<file path="src/hdl/assert_macros.svh">
// Assertion macros of the PWM meter, included by its top-level RTL file.
`ifndef ASSERT_MACROS_SVH
`define ASSERT_MACROS_SVH

// Check a condition at every clock edge outside reset.
`define PFDM_ASSERT(lbl, cond, msg) \
  lbl: assert property (@(posedge clk) disable iff (!rst_n) (cond)) else $error(msg);

// Check that an antecedent implies a consequent in the same cycle.
`define PFDM_ASSERT_IMPL(lbl, ante, cons, msg) \
  lbl: assert property (@(posedge clk) disable iff (!rst_n) (ante) |-> (cons)) else $error(msg);

`endif

</file>
<file path="src/hdl/pfdm_pkg.sv">
// Shared widths, constants and types of the PWM frequency and duty meter.
package pfdm_pkg;

  localparam int COUNT_W    = 32;
  localparam int CLK_W      = 30;
  localparam int FREQ_W     = 16;
  localparam int DUTY_W     = 7;
  localparam int SUM_W      = COUNT_W + 1;
  localparam int DIV_W      = (COUNT_W + DUTY_W > CLK_W) ? COUNT_W + DUTY_W : CLK_W;
  localparam int STEP_W     = $clog2(DIV_W);
  localparam int FIFO_DEPTH = 2;
  localparam int FIFO_PTR_W = $clog2(FIFO_DEPTH);
  localparam int FIFO_CNT_W = $clog2(FIFO_DEPTH + 1);

  localparam logic [CLK_W-1:0]   CLOCK_HZ_RESET = CLK_W'(12000000);
  localparam logic [FREQ_W-1:0]  FREQ_MAX       = '1;
  localparam logic [DUTY_W-1:0]  PERCENT        = DUTY_W'(100);
  localparam logic [COUNT_W-1:0] COUNT_MAX      = '1;

  typedef struct packed {
    logic [COUNT_W-1:0] high_ticks;
    logic [COUNT_W-1:0] low_ticks;
  } pfdm_meas_t;

endpackage

</file>
<file path="src/hdl/pfdm_channels.sv">
// Valid/ready channel interfaces of the PWM meter: pulse samples in, measurements out.
interface pfdm_in_if import pfdm_pkg::*; ();
  logic valid;
  logic ready;
  logic pulse_level;

  modport source (output valid, output pulse_level, input ready);
  modport sink   (input valid, input pulse_level, output ready);
endinterface

interface pfdm_out_if import pfdm_pkg::*; ();
  logic              valid;
  logic              ready;
  logic [FREQ_W-1:0] freq_hz;
  logic [DUTY_W-1:0] duty_percent;
  logic              period_zero;

  modport source (output valid, output freq_hz, output duty_percent, output period_zero,
                  input ready);
  modport sink   (input valid, input freq_hz, input duty_percent, input period_zero,
                  output ready);
endinterface

</file>
<file path="src/hdl/pfdm_front.sv">
// Front end: edge detection, interval counting and measurement push into the queue.
module pfdm_front import pfdm_pkg::*; (
  input  logic       clk,
  input  logic       rst_n,
  pfdm_in_if.sink    in_ch,
  output logic       push_valid,
  input  logic       push_ready,
  output pfdm_meas_t push_data
);

  localparam logic [1:0] PH_WAIT = 2'd0;
  localparam logic [1:0] PH_HIGH = 2'd1;
  localparam logic [1:0] PH_LOW  = 2'd2;

  logic               prev_level_r, prev_level_nxt;
  logic [1:0]         phase_r, phase_nxt;
  logic [COUNT_W-1:0] tick_count_r, tick_count_nxt;
  logic [COUNT_W-1:0] high_ticks_r, high_ticks_nxt;
  logic [COUNT_W-1:0] low_ticks_r, low_ticks_nxt;
  logic               high_known_r, high_known_nxt;
  logic               low_known_r, low_known_nxt;
  logic               accept;
  logic               rising;
  logic               falling;
  logic               updated;
  logic [COUNT_W-1:0] count_inc;

  assign in_ch.ready = push_ready;

  always_comb begin
    accept    = in_ch.valid && in_ch.ready;
    rising    = !prev_level_r && in_ch.pulse_level;
    falling   = prev_level_r && !in_ch.pulse_level;
    count_inc = tick_count_r + COUNT_W'(tick_count_r != COUNT_MAX);

    prev_level_nxt = prev_level_r;
    phase_nxt      = phase_r;
    tick_count_nxt = tick_count_r;
    high_ticks_nxt = high_ticks_r;
    low_ticks_nxt  = low_ticks_r;
    high_known_nxt = high_known_r;
    low_known_nxt  = low_known_r;
    updated        = 1'b0;

    if (accept) begin
      prev_level_nxt = in_ch.pulse_level;
      unique case (phase_r)
        PH_HIGH: begin
          tick_count_nxt = count_inc;
          if (falling) begin
            high_ticks_nxt = count_inc;
            high_known_nxt = 1'b1;
            tick_count_nxt = '0;
            phase_nxt      = PH_LOW;
            updated        = 1'b1;
          end
        end
        PH_LOW: begin
          tick_count_nxt = count_inc;
          if (rising) begin
            low_ticks_nxt = count_inc;
            low_known_nxt = 1'b1;
            tick_count_nxt = '0;
            phase_nxt      = PH_HIGH;
            updated        = 1'b1;
          end
        end
        default: begin
          if (rising) begin
            tick_count_nxt = '0;
            phase_nxt      = PH_HIGH;
          end
        end
      endcase
    end

    push_valid           = updated && high_known_nxt && low_known_nxt;
    push_data.high_ticks = high_ticks_nxt;
    push_data.low_ticks  = low_ticks_nxt;
  end

  always_ff @(posedge clk) begin
    if (!rst_n) begin
      prev_level_r <= 1'b0;
      phase_r      <= PH_WAIT;
      tick_count_r <= '0;
      high_ticks_r <= '0;
      low_ticks_r  <= '0;
      high_known_r <= 1'b0;
      low_known_r  <= 1'b0;
    end else begin
      prev_level_r <= prev_level_nxt;
      phase_r      <= phase_nxt;
      tick_count_r <= tick_count_nxt;
      high_ticks_r <= high_ticks_nxt;
      low_ticks_r  <= low_ticks_nxt;
      high_known_r <= high_known_nxt;
      low_known_r  <= low_known_nxt;
    end
  end

endmodule

</file>
<file path="src/hdl/pfdm_fifo.sv">
// Short measurement queue between the front end and the divider back end.
module pfdm_fifo import pfdm_pkg::*; (
  input  logic       clk,
  input  logic       rst_n,
  input  logic       push_valid,
  output logic       push_ready,
  input  pfdm_meas_t push_data,
  output logic       pop_valid,
  input  logic       pop_ready,
  output pfdm_meas_t pop_data
);

  pfdm_meas_t            mem_r [FIFO_DEPTH];
  logic [FIFO_PTR_W-1:0] wr_ptr_r;
  logic [FIFO_PTR_W-1:0] rd_ptr_r;
  logic [FIFO_CNT_W-1:0] count_r;
  logic                  do_push;
  logic                  do_pop;

  assign push_ready = (count_r != FIFO_CNT_W'(FIFO_DEPTH));
  assign pop_valid  = (count_r != '0);
  assign pop_data   = mem_r[rd_ptr_r];
  assign do_push    = push_valid && push_ready;
  assign do_pop     = pop_valid && pop_ready;

  always_ff @(posedge clk) begin
    if (!rst_n) begin
      wr_ptr_r <= '0;
      rd_ptr_r <= '0;
      count_r  <= '0;
    end else begin
      if (do_push) begin
        wr_ptr_r <= wr_ptr_r + 1'b1;
      end
      if (do_pop) begin
        rd_ptr_r <= rd_ptr_r + 1'b1;
      end
      count_r <= count_r + FIFO_CNT_W'(do_push) - FIFO_CNT_W'(do_pop);
    end
  end

  always_ff @(posedge clk) begin
    if (do_push) begin
      mem_r[wr_ptr_r] <= push_data;
    end
  end

endmodule

</file>
<file path="src/hdl/pfdm_back.sv">
// Back end: bit-serial division for frequency and duty, and the output register.
module pfdm_back import pfdm_pkg::*; (
  input  logic             clk,
  input  logic             rst_n,
  input  logic [CLK_W-1:0] clock_hz,
  input  logic             pop_valid,
  output logic             pop_ready,
  input  pfdm_meas_t       pop_data,
  pfdm_out_if.source       out_ch
);

  localparam logic [1:0] ST_IDLE = 2'd0;
  localparam logic [1:0] ST_PREP = 2'd1;
  localparam logic [1:0] ST_DIV  = 2'd2;
  localparam logic [1:0] ST_OUT  = 2'd3;

  logic [1:0]         state_r;
  logic [STEP_W-1:0]  step_r;
  logic [COUNT_W-1:0] hi_r;
  logic [SUM_W-1:0]   sum_r;
  logic               zero_r;
  logic [SUM_W-1:0]   rem_f_r, rem_d_r;
  logic [DIV_W-1:0]   dvd_f_r, dvd_d_r;
  logic               out_valid_r;
  logic [FREQ_W-1:0]  out_freq_r;
  logic [DUTY_W-1:0]  out_duty_r;
  logic               out_zero_r;

  logic [SUM_W:0]     shf_f, shf_d, diff_f, diff_d, sum_ext;
  logic               ge_f, ge_d;
  logic [SUM_W-1:0]   rem_f_step, rem_d_step;
  logic [DIV_W-1:0]   dvd_f_step, dvd_d_step;
  logic [FREQ_W-1:0]  freq_q;
  logic               out_free;
  logic               out_load;

  always_comb begin
    sum_ext    = {1'b0, sum_r};
    shf_f      = {rem_f_r, dvd_f_r[DIV_W-1]};
    shf_d      = {rem_d_r, dvd_d_r[DIV_W-1]};
    ge_f       = (shf_f >= sum_ext);
    ge_d       = (shf_d >= sum_ext);
    diff_f     = shf_f - sum_ext;
    diff_d     = shf_d - sum_ext;
    rem_f_step = ge_f ? diff_f[SUM_W-1:0] : shf_f[SUM_W-1:0];
    rem_d_step = ge_d ? diff_d[SUM_W-1:0] : shf_d[SUM_W-1:0];
    dvd_f_step = {dvd_f_r[DIV_W-2:0], ge_f};
    dvd_d_step = {dvd_d_r[DIV_W-2:0], ge_d};
    freq_q     = (|dvd_f_r[DIV_W-1:FREQ_W]) ? FREQ_MAX : dvd_f_r[FREQ_W-1:0];
    out_free   = !out_valid_r || out_ch.ready;
    out_load   = (state_r == ST_OUT) && out_free;
  end

  assign pop_ready           = (state_r == ST_IDLE);
  assign out_ch.valid        = out_valid_r;
  assign out_ch.freq_hz      = out_freq_r;
  assign out_ch.duty_percent = out_duty_r;
  assign out_ch.period_zero  = out_zero_r;

  always_ff @(posedge clk) begin
    if (!rst_n) begin
      state_r     <= ST_IDLE;
      step_r      <= '0;
      out_valid_r <= 1'b0;
    end else begin
      if (out_load) begin
        out_valid_r <= 1'b1;
      end else if (out_ch.ready) begin
        out_valid_r <= 1'b0;
      end
      unique case (state_r)
        ST_IDLE: begin
          if (pop_valid) begin
            state_r <= ST_PREP;
          end
        end
        ST_PREP: begin
          step_r  <= STEP_W'(DIV_W - 1);
          state_r <= (sum_r == '0) ? ST_OUT : ST_DIV;
        end
        ST_DIV: begin
          if (step_r == '0) begin
            state_r <= ST_OUT;
          end else begin
            step_r <= step_r - 1'b1;
          end
        end
        ST_OUT: begin
          if (out_free) begin
            state_r <= ST_IDLE;
          end
        end
        default: state_r <= ST_IDLE;
      endcase
    end
  end

  always_ff @(posedge clk) begin
    unique case (state_r)
      ST_IDLE: begin
        hi_r  <= pop_data.high_ticks;
        sum_r <= SUM_W'(pop_data.high_ticks) + SUM_W'(pop_data.low_ticks);
      end
      ST_PREP: begin
        zero_r  <= (sum_r == '0);
        rem_f_r <= '0;
        rem_d_r <= '0;
        dvd_f_r <= DIV_W'(clock_hz);
        dvd_d_r <= DIV_W'(hi_r) * DIV_W'(PERCENT);
      end
      ST_DIV: begin
        rem_f_r <= rem_f_step;
        rem_d_r <= rem_d_step;
        dvd_f_r <= dvd_f_step;
        dvd_d_r <= dvd_d_step;
      end
      ST_OUT: begin
        if (out_free) begin
          out_freq_r <= zero_r ? '0 : freq_q;
          out_duty_r <= zero_r ? '0 : dvd_d_r[DUTY_W-1:0];
          out_zero_r <= zero_r;
        end
      end
      default: ;
    endcase
  end

endmodule

</file>
<file path="src/hdl/pwm_frequency_duty_meter.sv">
// Top level of the PWM frequency and duty-cycle meter.
//
// in_ch carries one sample of the measured signal per transfer (pulse_level).
// The first rising edge starts timing; each later edge that closes the high
// or the low part updates that time, and once both are known such an edge
// produces one transfer on out_ch: freq_hz = clock_hz / period (saturated at
// 65535), duty_percent = 100 * high / period, period_zero for an empty period.
// The user writes clock_hz through cfg_wr_en / cfg_wr_data only while the
// block is idle; the block does not enforce it. in_ch takes one sample per
// cycle while the two-entry measurement queue has room. The back end takes a
// measurement through prep, a 39-step bit-serial divide and output, and pops
// the next only when idle again. A stalled out_ch holds the result register;
// the divider still finishes the next measurement, then the queue fills and
// in_ch.ready drops. Reset clears the edge tracker, the queue and the output
// valid flag and loads clock_hz with 12000000.
`include "assert_macros.svh"

module pwm_frequency_duty_meter import pfdm_pkg::*; (
  input  logic             clk,
  input  logic             rst_n,
  pfdm_in_if.sink          in_ch,
  pfdm_out_if.source       out_ch,
  input  logic             cfg_wr_en,
  input  logic [CLK_W-1:0] cfg_wr_data
);

  logic [CLK_W-1:0] clock_hz_r;
  logic             push_valid;
  logic             push_ready;
  pfdm_meas_t       push_data;
  logic             pop_valid;
  logic             pop_ready;
  pfdm_meas_t       pop_data;

  always_ff @(posedge clk) begin
    if (!rst_n) begin
      clock_hz_r <= CLOCK_HZ_RESET;
    end else if (cfg_wr_en) begin
      clock_hz_r <= cfg_wr_data;
    end
  end

  pfdm_front u_front (
    .clk        (clk),
    .rst_n      (rst_n),
    .in_ch      (in_ch),
    .push_valid (push_valid),
    .push_ready (push_ready),
    .push_data  (push_data)
  );

  pfdm_fifo u_fifo (
    .clk        (clk),
    .rst_n      (rst_n),
    .push_valid (push_valid),
    .push_ready (push_ready),
    .push_data  (push_data),
    .pop_valid  (pop_valid),
    .pop_ready  (pop_ready),
    .pop_data   (pop_data)
  );

  pfdm_back u_back (
    .clk       (clk),
    .rst_n     (rst_n),
    .clock_hz  (clock_hz_r),
    .pop_valid (pop_valid),
    .pop_ready (pop_ready),
    .pop_data  (pop_data),
    .out_ch    (out_ch)
  );

  `PFDM_ASSERT(a_no_push_when_full, !(push_valid && !push_ready), "measurement lost at full queue")
  `PFDM_ASSERT_IMPL(a_duty_range, out_ch.valid, out_ch.duty_percent <= PERCENT, "duty above 100")
  `PFDM_ASSERT_IMPL(a_zero_period, out_ch.valid && out_ch.period_zero, out_ch.freq_hz == '0 && out_ch.duty_percent == '0, "nonzero result for empty period")

endmodule
</file>
<file path="src/flat_wrapper.sv">
// flat-port wrapper written by rule: the top's interface ports become plain ports
module pwm_frequency_duty_meter_flat import pfdm_pkg::*;
  (clk, rst_n, cfg_wr_en, cfg_wr_data, in_ch_valid, in_ch_pulse_level, in_ch_ready, out_ch_valid, out_ch_freq_hz, out_ch_duty_percent, out_ch_period_zero, out_ch_ready);
  pfdm_in_if in_ch_i ();
  pfdm_out_if out_ch_i ();
  input  logic clk;
  input  logic rst_n;
  input  logic cfg_wr_en;
  input  logic [CLK_W-1:0] cfg_wr_data;
  input wire logic [$bits(in_ch_i.valid)-1:0] in_ch_valid;
  input wire logic [$bits(in_ch_i.pulse_level)-1:0] in_ch_pulse_level;
  output wire logic [$bits(in_ch_i.ready)-1:0] in_ch_ready;
  output wire logic [$bits(out_ch_i.valid)-1:0] out_ch_valid;
  output wire logic [$bits(out_ch_i.freq_hz)-1:0] out_ch_freq_hz;
  output wire logic [$bits(out_ch_i.duty_percent)-1:0] out_ch_duty_percent;
  output wire logic [$bits(out_ch_i.period_zero)-1:0] out_ch_period_zero;
  input wire logic [$bits(out_ch_i.ready)-1:0] out_ch_ready;
  assign in_ch_i.valid = in_ch_valid;
  assign in_ch_i.pulse_level = in_ch_pulse_level;
  assign in_ch_ready = in_ch_i.ready;
  assign out_ch_valid = out_ch_i.valid;
  assign out_ch_freq_hz = out_ch_i.freq_hz;
  assign out_ch_duty_percent = out_ch_i.duty_percent;
  assign out_ch_period_zero = out_ch_i.period_zero;
  assign out_ch_i.ready = out_ch_ready;
  pwm_frequency_duty_meter u_core (.clk(clk), .rst_n(rst_n), .in_ch(in_ch_i), .out_ch(out_ch_i), .cfg_wr_en(cfg_wr_en), .cfg_wr_data(cfg_wr_data));
endmodule
</file>
<file path="config.mk">
export PLATFORM = sky130hd
export DESIGN_NAME = pwm_frequency_duty_meter_flat
export DESIGN_NICKNAME = d
export VERILOG_FILES = /design/src/hdl/pfdm_pkg.sv /design/src/hdl/pfdm_channels.sv /design/src/hdl/pfdm_front.sv /design/src/hdl/pfdm_fifo.sv /design/src/hdl/pfdm_back.sv /design/src/hdl/pwm_frequency_duty_meter.sv /design/src/flat_wrapper.sv
export VERILOG_INCLUDE_DIRS = /design/src /design/src/hdl
export SDC_FILE = /design/constraint.sdc
export NUM_CORES = 1
export LEC_CHECK = 0
export BUFFER_PORTS_ARGS = -buffer_cell sky130_fd_sc_hd__buf_4
export CORE_MARGIN = 5
export CORE_UTILIZATION = 60
export DETAILED_ROUTE_END_ITERATION = 10
export HOLD_SLACK_MARGIN = 0.03
export PLACE_DENSITY = 0.77
export SYNTH_ARGS = -nofsm -noshare
export SYNTH_HDL_FRONTEND = slang
export SYNTH_HIERARCHICAL = 1
export SYNTH_SLANG_ARGS = --single-unit
</file>
<file path="constraint.sdc">
create_clock -name clk -period 9.22 [get_ports clk]
set_clock_uncertainty 0.15 [all_clocks]
set_input_delay 1.383 -clock clk [delete_from_list [all_inputs] [get_ports clk]]
set_output_delay 1.383 -clock clk [all_outputs]
set_load 0.01 [all_outputs]
</file>
==> metrics.md <==
| Metric | Value |
|---|---|
| Num CTS Buffers | 53 |
| Routing usage on met1 | 33.3% |
| Antenna Violating Nets Remaining | 0 |
| Layout cell share with drive strength beyond 1 | 11.5% |
| GR Overflow Total | 0 |
| Fill count | 3517 |
| Actual slew at the worst max-slew pin | 1.20 ns |
| Max Root-Sink Buffers | 3 |
| Drt drc | 0 |
| 1st-iter DRT viols | 1570 |
| Number of max-cap violations | 0 |
| Ys flop type | edfxtp_1 |
| Hold Path Depth | 2 |
| 1st-pass router iterations | 6 |
| Status | complete, no violations |
| Cells after synthesis | 2678 |
| Crit Path Class | flop to flop |
| Die Wd | 229 µm |
| Worst-Skew Late Latency | 0.62 ns |
| RSZ-0062 raised after global routing | no |
| Site Rows | 80 |
| Rel. slew slack | 19.3% |
| Final setup viols | 0 |
| CTS root buf | clkbuf_16 |
| Seq cells post-synth | 507 |
| Area grow syn2layout | 9.48% |
| CTS tree | built |
| Die height | 229 µm |
| Initial Util | 60.3% |
| Die Footprint | 0.0523 mm² |
| Post-detail-place hpwl | 45400 µm |
| Max VDD drop | 0.000242 V |
| RePlAce Congestion | 0.895 |
| Worst Hold Class | flop to flop |
| Netlist Area Pre-Place | 0.0287 mm² |
| LEAKAGE | 0.0129 µW |
| Post-synthesis sequential area ratio | 48.0% |
| Clock sink count | 507 |
| # resized after CTS | 0 |
| Post-synth EDFFs | 362 |
| CTS hold repair buffers | 0 |
| Routed length per instance | 19.1 µm |
| Met3 Use GR | 3.81% |
| Postcts setup bufs | 0 |
| IO buf count | 61 |
| Min cycle time layout | 4.73 ns |
| Hold slack final | 0.320 ns |
| Final Cycle Share | 51.3% |
| Io pins | 62 |
| Yosys cell types | 94 |
| Largest net degree at the start of global routing | 102 |
| Warnings, synthesis | 6 |
| Syn avg cell area | 10.7 µm² |
| Ys async rst share | 0% |
| Setup crit start kind | flop |
| GRT Overall Usage | 24.1% |
| Worst path required time | 9.39 ns |
| Global-route wire length before repair | 104000 µm |
| Final Max Slew Viols | 0 |
| CP arrival | 4.89 ns |
| Power Dens Cells | 233 mW/mm² |
| Peak Freq | 0.212 GHz |
| Clock Pin Slew Worst Setup and Hold Paths | 0.06 ns |
| WL final | 64100 µm |
| # H-tree levels | 2 |
| Syn_nets | 2953 |
| Element type at the critical path end | flop |
| Reg2Reg Depth | 15 |
| Initial antenna violation count | 1 |
| Most Crowded Layer GR | met2 |
| Nets | 2977 |
| DR vias | 20300 |
| Crit path max fanout | 64 |
| Vias in the first global route | 20100 |
| Most frequent cells in the layout | edfxtp_1, ha_1, inv_1 |
| Grt met2 use | 39.9% |
| Commonest non-fill, non-tap cell in the layout | edfxtp_1 |
| Hold Vio Cnt, Final | 0 |
| Core Area | 0.0475 mm² |
| Number of diodes | 0 |
| Setup TNS | 0 ns |
| Via/cell ratio | 6.02 |
## cell type report
class,count,area (µm²),share of cell area [%]
clock buffer,71,1530,4.86
clock inverter,29,368,1.17
inverter,211,792,2.52
multi-input combinational,1852,13600,43.3
sequential,507,13800,43.9
tap,615,769,2.45
timing repair buffer,77,578,1.84
## where the power goes
part	internal, µW	total [µW]	switching [µW]
sequential	2730	2830	100
clock	1340	2260	920
combinational	913	2230	1310
total	4980	7320	2330
## worst paths after layout
| path | startpoint | to | slack (ns) |
|---|---|---|---|
| max | flop | u_core/u_back/sum_r[30] | 4.49 |
| min | u_core/clock_hz_r[23] | u_core/clock_hz_r[23] | 0.32 |
| max reg2reg | flop | u_core/u_back/sum_r[30] | 4.49 |
| min reg2reg | u_core/clock_hz_r[23] | u_core/clock_hz_r[23] | 0.32 |
## flip-flops by register name, summed over array words and instances (netlist names), 33 cells and up, named ones only
name,count
u_core/u_back/sum_r,33
u_core/u_back/rem_d_r,33
u_core/u_back/dvd_d_r,39
u_core/u_fifo/mem_r,128
u_core/u_back/rem_f_r,33
u_core/u_back/dvd_f_r,39
## critical path, stage by stage (launching register included)
cell and delay [ns]:
dfxtp_2 0.31, buf_4 0.63, mux2_2 0.42, ha_1 0.22
inv_1 0.07, fa_1 0.21, nor2b_1 0.07, o21ai_1 0.18
a21oi_1 0.13, o41ai_2 0.41, o21ai_1 0.36, a211o_1 0.39
a31oi_1 0.44, nor3_1 0.09, a31oi_1 0.17, o2111ai_1 0.13
## cell usage after synthesis, types with 66 or more instances
cell type,count,area share [%]
a21o_1,68,1.8
a21oi_1,197,3.4
clkbuf_1,66,0.86
dfxtp_1,145,10
edfxtp_1,362,38
ha_1,209,9.1
inv_1,208,2.7
mux2_2,104,4.1
nand2_1,181,2.4
nor2_1,187,2.4
o21ai_0,88,1.5
xnor2_1,91,2.8
## cell families after synthesis
family | share of synthesized area (%)
adders and majority gates | 11.2
AOI/OAI and AO/OA | 13.5
muxes | 6.32
and+or+nand+nor | 11.9
DFF | 48.0
buffers and inverters | 4.72
xor gates and xnor gates | 4.37
## metal layers
metal	vias to the layer above	wire (µm)
met1	9802	28500
met5	-	0
met3	105	3560
met2	608	30300
li1	9736	-
met4	0	1770
## metrics by stage
step / cell area (µm²) / std cells / total power, µW / worst slack (ns) / utilization (%)
final: 31400 / 3362 / 7320 / 4.49 / 66.0
after floorplan: 28700 / 2678 / 4610 / 4.22 / -
after global routing: 31400 / 3362 / 7750 / 4.27 / 66.0
after detailed placement: 29500 / 3262 / 5070 / 4.46 / 62.1
after global placement: 29500 / 3262 / 4990 / 4.59 / 62.1
after CTS: 31400 / 3362 / 7350 / 4.58 / 66.0
Power figures use the tool's default switching activity.
